<file path="config.mk">
export PLATFORM = sky130hd
export DESIGN_NAME = wlfl_front
export DESIGN_NICKNAME = d
export VERILOG_FILES = /design/src/wlfl_pkg.sv /design/src/wlfl_front.sv
export SDC_FILE = /design/constraint.sdc
export NUM_CORES = 1
export LEC_CHECK = 0
export ABC_AREA = 1
export BUFFER_PORTS_ARGS = -buffer_cell sky130_fd_sc_hd__buf_2
export CAP_MARGIN = 15
export CORE_MARGIN = 3
export CORE_UTILIZATION = 25
export CTS_CLUSTER_SIZE = 12
export DETAILED_ROUTE_END_ITERATION = 12
export PLACE_DENSITY_LB_ADDON = 0.25
export SYNTH_ARGS = -nofsm -noshare
export SYNTH_HDL_FRONTEND = slang
export SYNTH_SLANG_ARGS = --single-unit
</file>
<file path="constraint.sdc">
create_clock -name clock -period 14.41 [get_ports clock]
set_clock_uncertainty 0.05 [all_clocks]
set_input_delay 2.882 -clock clock [delete_from_list [all_inputs] [get_ports clock]]
set_output_delay 2.882 -clock clock [all_outputs]
set_load 0.05 [all_outputs]
</file>
<file path="src/wlfl_pkg.sv">
// Shared types and constants of the work list and free list engine.
`default_nettype none
package wlfl_pkg;

   localparam int SLOT_W = 6;
   localparam int KIND_W = 4;
   localparam int DATA_W = 64;

   localparam logic [2:0] REQ_POP_FREE  = 3'd0;
   localparam logic [2:0] REQ_PUSH_FREE = 3'd1;
   localparam logic [2:0] REQ_PUSH_WORK = 3'd2;
   localparam logic [2:0] REQ_POP_ALL   = 3'd3;
   localparam logic [2:0] REQ_FLUSH     = 3'd4;

   localparam logic [1:0] ST_OK       = 2'd0;
   localparam logic [1:0] ST_EMPTY    = 2'd1;
   localparam logic [1:0] ST_BAD_SLOT = 2'd2;

   typedef enum logic [2:0] {
      OP_POP_FREE,
      OP_PUSH_FREE,
      OP_PUSH_WORK,
      OP_POP_ALL,
      OP_FLUSH,
      OP_BAD
   } op_type;

   typedef enum logic [2:0] {
      S_IDLE,
      S_EXEC,
      S_WALK,
      S_FETCH,
      S_EMIT
   } state_type;

   typedef struct packed {
      logic [KIND_W-1:0] kind;
      logic [DATA_W-1:0] addr;
      logic [DATA_W-1:0] size;
   } entry_type;

   typedef struct packed {
      op_type            op;
      logic [SLOT_W-1:0] slot;
      logic              slot_ok;
      logic              kind_mw;
      logic              nowrap;
      logic [DATA_W-1:0] sum;
      entry_type         ent;
   } cmd_type;

endpackage
`default_nettype wire

</file>
<file path="src/wlfl_front.sv">
// Request intake: decodes each word and queues it for the back end.
`default_nettype none
module wlfl_front #(
   parameter int SLOTS = 64
) (
   input  wire logic                            clock,
   input  wire logic                            reset,
   input  wire logic                            req_valid,
   output logic                                 req_stall,
   input  wire logic [2:0]                      req_type,
   input  wire logic [wlfl_pkg::SLOT_W-1:0]     req_slot,
   input  wire logic [wlfl_pkg::KIND_W-1:0]     req_kind,
   input  wire logic [wlfl_pkg::DATA_W-1:0]     req_addr,
   input  wire logic [wlfl_pkg::DATA_W-1:0]     req_size,
   input  wire logic [wlfl_pkg::KIND_W-1:0]     mem_write_code,
   output logic                                 q_valid,
   output wlfl_pkg::cmd_type                    q_cmd,
   input  wire logic                            q_pop
);
   import wlfl_pkg::*;

   cmd_type           q_ff [2];
   logic              wr_ptr_ff, wr_ptr_in;
   logic              rd_ptr_ff, rd_ptr_in;
   logic [1:0]        cnt_ff, cnt_in;
   cmd_type           cmd;
   logic              push;
   logic [DATA_W:0]   sum_ext;

   always_comb begin
      sum_ext = {1'b0, req_addr} + {1'b0, req_size};
      case (req_type)
         REQ_POP_FREE:  cmd.op = OP_POP_FREE;
         REQ_PUSH_FREE: cmd.op = OP_PUSH_FREE;
         REQ_PUSH_WORK: cmd.op = OP_PUSH_WORK;
         REQ_POP_ALL:   cmd.op = OP_POP_ALL;
         REQ_FLUSH:     cmd.op = OP_FLUSH;
         default:       cmd.op = OP_BAD;
      endcase
      cmd.slot     = req_slot;
      cmd.slot_ok  = (req_slot != '0) && ({1'b0, req_slot} < (SLOT_W+1)'(SLOTS));
      cmd.kind_mw  = (req_kind == mem_write_code);
      cmd.nowrap   = !sum_ext[DATA_W];
      cmd.sum      = sum_ext[DATA_W-1:0];
      cmd.ent.kind = req_kind;
      cmd.ent.addr = req_addr;
      cmd.ent.size = req_size;
   end

   assign req_stall = (cnt_ff == 2'd2);
   assign push      = req_valid && !req_stall;
   assign q_valid   = (cnt_ff != 2'd0);
   assign q_cmd     = q_ff[rd_ptr_ff];

   always_comb begin
      wr_ptr_in = wr_ptr_ff ^ push;
      rd_ptr_in = rd_ptr_ff ^ q_pop;
      cnt_in    = cnt_ff + 2'(push) - 2'(q_pop);
   end

   always_ff @(posedge clock) begin
      if (reset) begin
         wr_ptr_ff <= 1'b0;
         rd_ptr_ff <= 1'b0;
         cnt_ff    <= 2'd0;
      end else begin
         wr_ptr_ff <= wr_ptr_in;
         rd_ptr_ff <= rd_ptr_in;
         cnt_ff    <= cnt_in;
      end
      if (push) begin
         q_ff[wr_ptr_ff] <= cmd;
      end
   end
endmodule
`default_nettype wire

</file>
==> results of run 1 <==
-- cells in the mapped netlist, drive strengths merged, types with 2 or more instances --
library cell / number
or2: 3
nor2: 131
nand2: 620
o21ai: 5
nand3: 58
inv: 326
nor4: 2
mux2: 208
edfxtp: 416
xor2: 31
dfxtp: 4
ha: 68
nor3: 13
buf: 23
nand4: 13
xnor2: 4
a21oi: 45
-- cell families after synthesis --
logic type / after synthesis
buffers and inverters: 351
AND/OR/NAND/NOR: 843
XOR/XNOR: 35
multiplexers: 208
flip-flops: 420
adder cells (fa/ha/maj): 69
AO/OA/AOI/OAI: 54
-- routing by layer --
layer	wire, um	vias up
met1	29000	7160
met5	0	-
met4	1600	0
li1	-	7321
met3	2620	80
met2	32400	366
-- flip-flops by register name (all words and copies together) (netlist names) --
| register | flops |
|---|---|
| q_ff | 416 |
| wr_ptr_ff | 1 |
| rd_ptr_ff | 1 |
| cnt_ff | 2 |
-- worst min-delay path: stages (launching register included) --
cell and delay, ns:
dfxtp_1 0.32, inv_1 0.07, nor2_1 0.10, nor3b_1 0.05
-- stage by stage --
step,worst slack (ns),hold slack (ns),cells
global route,8.03,0.598,3548
detailed placement,8.84,0.549,3455
floorplan,5.90,0.482,1980
CTS,8.15,0.559,3548
finish,8.21,0.547,3548
global placement,8.83,0.508,3455
-- cell type report --
cell class | instances | area [um^2] | share of cell area
clock buffers | 58 | 1300 | 0.0502
well taps | 1134 | 1420 | 0.0546
multi-input cells | 1209 | 7260 | 0.280
repair buffers | 365 | 1860 | 0.0715
flip-flops and latches | 420 | 12600 | 0.484
inverters | 327 | 1230 | 0.0473
clock inverters | 35 | 325 | 0.0125
-- power groups by stage --
stage	Clock [mW]	Combinational (mW)	Sequential, mW
after floorplan	0	0.743	1.61
after global placement	0	1.05	1.59
after detailed placement	0	1.05	1.60
after CTS	1.29	1.06	1.57
after global routing	1.34	1.11	1.58
final	1.24	1.03	1.57
-- layout by cell type (no fill, tap or decap), types with 5 or more instances in the layout --
| master | Yosys | layout |
|---|---|---|
| nand2_1 | 609 | 609 |
| edfxtp_1 | 416 | 416 |
| buf_2 | 23 | 358 |
| inv_1 | 325 | 325 |
| mux2_2 | 208 | 208 |
| nor2_1 | 117 | 117 |
| ha_1 | 68 | 66 |
| clkbuf_16 | 0 | 51 |
| nand3_1 | 50 | 50 |
| a21oi_1 | 45 | 45 |
| xor2_1 | 31 | 31 |
| nor2_2 | 14 | 14 |
| nand4_1 | 13 | 13 |
| clkinv_1 | 1 | 12 |
| nand2_2 | 11 | 11 |
| clkinv_2 | 0 | 11 |
| nand3_2 | 8 | 8 |
| nor3_1 | 8 | 8 |
| clkbuf_1 | 1 | 7 |
| buf_4 | 0 | 6 |
| o21ai_0 | 5 | 5 |
| nor3_2 | 5 | 5 |
| bufinv_16 | 0 | 5 |
-- path summary, 6_finish.rpt --
check	startpoint	endpoint	slack, ns	depth (start not counted)
worst max-delay path	rd_ptr_ff	q_cmd[149]	8.21	3
worst min-delay path	cnt_ff[1]	cnt_ff[1]	0.55	3
worst max register to register	cnt_ff[1]	q_ff[1][48]	11.63	5
worst min register to register	cnt_ff[1]	cnt_ff[1]	0.55	3
==> results.txt, run 1 <==
The combinational family with the most area after synthesis is simple AND/OR/NAND/NOR gates. The layout has 8707 filler cells. The repair_antennas step left the layout with diodes totalling 0. STA puts the critical path data required time at 11.48 ns. The largest net degree at the start of global routing came out at 136. The maximum level of the CTS H-tree came out at 2. The arrival time at the worst endpoint is 3.27 ns. The buffer depth of the longest clock path came out at 3.

In this run the cell area measured after placement is 24300 um^2. The maximum fanout count along the critical path came out at 135. The starting DRC count in detailed routing came out at 800.

In the final routed layout, each cell accounts on average for 18.5 um. The share of cells above drive strength 1 is 0.287. The met2 layer usage reported by global route came out at 0.252.

edfxtp_1 takes more of the synthesized area than any other cell. The setup-violating endpoint count in the final report came out at 0. The post-DP HPWL is slightly above 50000 um. The total wire length is 65600 um.

The analysis attributes to net switching a power of between 1 and 1.5 mW. After synthesis the cells add up to 21200 um^2. The sum of overflow across all layers after global routing came out at 0. Power spread over the standard cell area amounts to about 150 nW/um^2.

For this run, asynchronously set or reset flops after synthesis account for 0. The portion of the clock cycle consumed by the worst path in the final layout came out at 0.430. VDD sags by at most 90.7 uV. The relative contribution of combinational cells to total power came out at 0.269.

The area fraction of the dominant cell type after synthesis is 0.591. The floorplan step defined a core boundary enclosing 83700 um^2. The TritonCTS clock tree is done.

The longest individual stage delay on the worst path is 1.01 ns. The clock sink count is 420. The core occupancy in the finished layout is 0.310.

The worst hold path belongs to the class reg -> reg. The final count of pins violating max slew came out at 0. For this design, the slowest cell found on the critical path is dfxtp_4. The final-stage net count came out at ~2.6k.

The clock latency at the later pin of the worst-skew pair came out at 0.59 ns. The highest achievable clock rate came out at 161 MHz. The met3 usage is 0.0198. The cell family contributing the most delay on the critical path is flip-flops. The cell count after synthesis came out at 1980. Walking the worst path, the cells encountered are buf_12, mux2_2, buf_2. The global-route wire length before repair is ~96000 um.

The total number of placement rows came out at 106. Buffers inserted during clock tree synthesis total 50. Of the total synthesized cell area, the portion taken by full adders, half adders and majority gates is 0.0412. The antenna violation net count after detailed routing came out at 0. The net switching fraction of the power came out at 0.342. The weighted congestion reported at the end of routability-driven placement is 0.885. Among all flip-flop cells after synthesis, the most frequent one is edfxtp_1. Overall power consumption after layout is estimated at around 3.8 mW. The net count of the mapped netlist came out at roughly 2.2k.

The horizontal extent of the die came out at 297 um. The remaining design rule violation count came out at 0. The tree is rooted in a clkbuf_16. The normalized max-slew margin is 0.233.

Setup repair after global routing left no endpoint under its margin. For this run, the number of Yosys warnings is 0. The total routing resource utilization after global routing is 0.144. In this run, synthesis produced a sequential element count of 420. The share of synthesized area occupied by flip-flops and latches came out at 0.594.

The total count of hold-check failures in the final report is 0. The design internal power is 2.53 mW. The number of setup buffers added after CTS is 0. The final design area excluding fillers is roughly 26000 um^2. In this run the static leakage power is 11.3 nW. The routed layout has 14.9k vias.

Summed over all failing endpoints, the final setup total negative slack is 0 ns. The layer flagged by global routing as most heavily used is met2. The via count of the first global-routing pass is 15.1k. The initial standard-cell utilization of the core came out at 0.253. The port buffer count came out at 358. Clock-pin slew was measured on the worst setup and hold paths at around 0.060 ns.

The critical path contains buffers and inverters numbering 2 combined. The quantity of hold-fixing buffers added after cts came out at 0. The synthesized design contains 416 enable-type register cells. STA classifies the critical path startpoint as a flip-flop. In this run the count of I/O pins placed on the die edge is around 360. The compound-gate portion of the synthesized area is 0.0133. The run finished with clean final reports.

The met1 global-route usage came out at 0.187. The share of total power dissipated in the clock network is 0.323. The post-synthesis cell type count is 32. The chip height came out at 297 um. Before antenna repair, the detailed router went through 5 iterations. STA classifies the critical path endpoint as an output pin. Max-cap violations in this run came to 0. For the pin with the worst max-slew slack, the measured transition is ~1.1 ns. In the post-synthesis netlist, the biggest area contributors are edfxtp_1 (59%), mux2_2 (11%), nand2_1 (11%). The post-synthesis share of cell area spent on and, or, nand and nor gates is 0.162. The relative area change from synthesis to final layout came out at 22.8%.

A synthesized cell averages 10.7 um^2. The worst path needs 6.20 ns of the cycle, external delays included. After clock tree synthesis, the repair step resized 0 gates. The multiplexer share of the synthesized area is 0.111. The initial antenna violation count is 0. By startpoint and endpoint, the worst setup path is classified as reg -> out.

The xor/xnor share of the synthesized area came out at 0.0145. The sequential share of power came out at 0.408. The vias per cell is 4.21.

The floorplan step defined a die boundary enclosing 88100 um^2.
(Power assumes the default switching activity.)
==> inputs of run 2 (changes only) <==
==> constraint.sdc (replaced) <==
create_clock -name clock -period 6.2 [get_ports clock]
set_clock_uncertainty 0.05 [all_clocks]
set_input_delay 1.24 -clock clock [delete_from_list [all_inputs] [get_ports clock]]
set_output_delay 1.24 -clock clock [all_outputs]
set_load 0.05 [all_outputs]
==> run 2 against run 1 <==
Net effect:
- clock power up 130%
- highest routed layer unchanged
- core utilization about the same
- flip-flop and latch count unchanged
- sequential power up 130%
==> results.txt, run 2 (synthesized netlist as in run 1, its figures left out) <==
The average routed wire per standard cell is 19.0 um. The final layout contains routed wiring with a total length of 67400 um. The tool flagged a number of max-cap violations equal to 0. The floorplan step defined a core boundary enclosing 83700 um^2. In the layout the commonest cells are nand2_1 (609), edfxtp_1 (416), buf_2 (358). The post-DP HPWL is 51200 um. Gates resized during post-CTS repair numbered 0. The vias per cell came out at 4.23.

The relative area change from synthesis to final layout came out at 22.8%. The chip height came out at 297 um. The path class of the tightest hold or removal check is reg -> reg. The normalized max-slew margin came out at 0.264. The routed design could run at a clock period as short as 4.15 ns. The via count of the first global-routing pass came out at between 15k and 20k. STA classifies the critical path startpoint as a flip-flop. The initial antenna violation count came to 2. Leaving out fill and tap cells, the most frequent cell in the layout is nand2_1. After layout, the worst setup slack is 2.05 ns. Of the total power, the share spent switching nets is 0.343. The number of setup buffers added after CTS came out at 0. The number of hold buffers added after CTS was 0. The initial standard-cell utilization of the core came out at 0.253. The die is 297 um wide. For this run, the total global-route usage over all layers was measured as 0.148. Across the VDD grid, the largest voltage drop is 206 uV. The design internal power came out at 5.88 mW. The worst setup path category is reg -> out. The launch point of the worst reg-to-reg path is cnt_ff[1]. The die covers 88100 um^2. Summed over all layers, the global routing overflow is 0. The total count of hold-check failures in the final report is 0. The highest achievable clock rate came out at 241 MHz. The capture point of the worst reg-to-reg path is q_ff[1][27]. The portion of the clock cycle consumed by the worst path in the final layout came out at 0.669. The arrival time at the worst endpoint came out at roughly 2.9 ns. The number of instances in the placed design is between 3k and 4k. Port buffering added around 360 buffers. The relative contribution of combinational cells to total power is 0.270. The reg-to-reg setup timing slack came out at 3.93 ns. The final count of pins violating max slew came out at 0. TritonCTS created between 50 and 60 clock buffers. The power density over cell area came out at 345 nW/um^2. The share of cells above drive strength 1 came out at 0.286. The clock sink count came out at 420. TritonCTS built the clock tree. The sequential share of power is 0.408. about 360 I/O pins were placed. The power spent charging and discharging nets is 3.07 mW.

Clock latency on the worst-skew pair, taken at its later pin, is between 0.5 and 0.6 ns. The number of flip-flops in the largest register is 416. The actual slew at the worst max-slew pin is 1.10 ns. The final non-filler cell total is 3544. The worst setup path is captured at an output pin.

Summed over all cells, the static leakage comes to 11.3 nW. The length of the first detailed-routing pass in iterations is 5. The maximum fanout count along the critical path came out at 84. The H-tree was split into 2 levels. The path with the worst hold slack has its endpoint at cnt_ff[1]. In this run the most critical hold path is launched from cnt_ff[1]. The remaining design rule violation count came out at 0. Setup repair after global routing left no endpoint under its margin. Row generation in the floorplan step produced 106 rows. The starting DRC count in detailed routing came out at 769.

The final-stage net count is 2591. The setup-violating endpoint count in the final report is 0. The post-CTS clock slew at the launch and capture registers of the worst setup and hold paths came out at approximately 0.06 ns.

The tree is rooted in a clkbuf_16. The number of cells traversed by the worst hold path came out at 3. The depth of the most critical reg-to-reg path came out at 5.

The run finished with clean final reports. The antenna violation net count after detailed routing came out at 0. In the final layout, the registers with the most flip-flops are q_ff x416, cnt_ff x2. The share of total power dissipated in the clock network is 0.323. The global-route wire length before repair is 99000 um. q_ff holds more flip-flops than any other register.

At the end of routability-driven placement, the weighted congestion stood at 0.908. The vias after detailed routing is 15.0k. Timing analysis after detailed placement gives a worst setup slack of 2.42 ns. The required time of the critical path came out at 4.91 ns.

Entering global routing, the biggest net connects 140 pins. The buffer depth of the longest clock path came out at 3.
-- run 2: critical path, cell delays in order (launching register included) --
cell and delay, ns:
dfxtp_4 0.95, buf_12 0.39, mux2_2 0.42, buf_2 0.21
-- run 2: metrics by stage --
stage | total power [mW] | hold WS [ns] | area, um^2 | TNS (ns) | util
after floorplan | 5.46 | 0.482 | 21200 | -278.56 | -
after CTS | 9.11 | 0.541 | 26000 | 0 | 0.310
after detailed placement | 6.16 | 0.531 | 24400 | 0 | 0.291
final | 8.95 | 0.536 | 26000 | 0 | 0.310
after global placement | 6.14 | 0.506 | 24400 | 0 | 0.291
after global routing | 9.39 | 0.556 | 26000 | 0 | 0.310
-- run 2: worst max-delay path by stage --
stage                startpoint  slack [ns]           end
floorplan             req_valid       -0.67    q_ff[1][0]
global placement    req_addr[0]        2.40  q_ff[0][178]
detailed placement  req_addr[0]        2.42  q_ff[0][178]
CTS                   rd_ptr_ff        1.97    q_cmd[161]
global route          rd_ptr_ff        1.89     q_cmd[18]
finish                rd_ptr_ff        2.05     q_cmd[87]
-- run 2: routing by layer --
| metal | GRT usage | routed length (um) |
|---|---|---|
| met4 | 0.0478 | 2050 |
| met1 | 0.185 | 29500 |
| met3 | 0.0290 | 3110 |
| met5 | 0 | 0 |
| met2 | 0.257 | 32800 |
-- run 2: power by group through the flow --
stage / sequential (mW) / clock, mW / combinational [mW]
finish: 3.65 / 2.89 / 2.41
global route: 3.68 / 3.13 / 2.58
CTS: 3.65 / 3.00 / 2.46
detailed placement: 3.71 / 0 / 2.45
global placement: 3.69 / 0 / 2.45
floorplan: 3.74 / 0 / 1.73
-- run 2: area by class of cell --
type | count | area (um^2)
tap | 1134 | 1420
clock inverter | 30 | 293
fill | 8681 | 57700
multi-input combinational | 1209 | 7260
clock buffer | 59 | 1310
inverter | 327 | 1230
antenna | 1 | 2.50
timing repair buffer | 364 | 1890
sequential | 420 | 12600
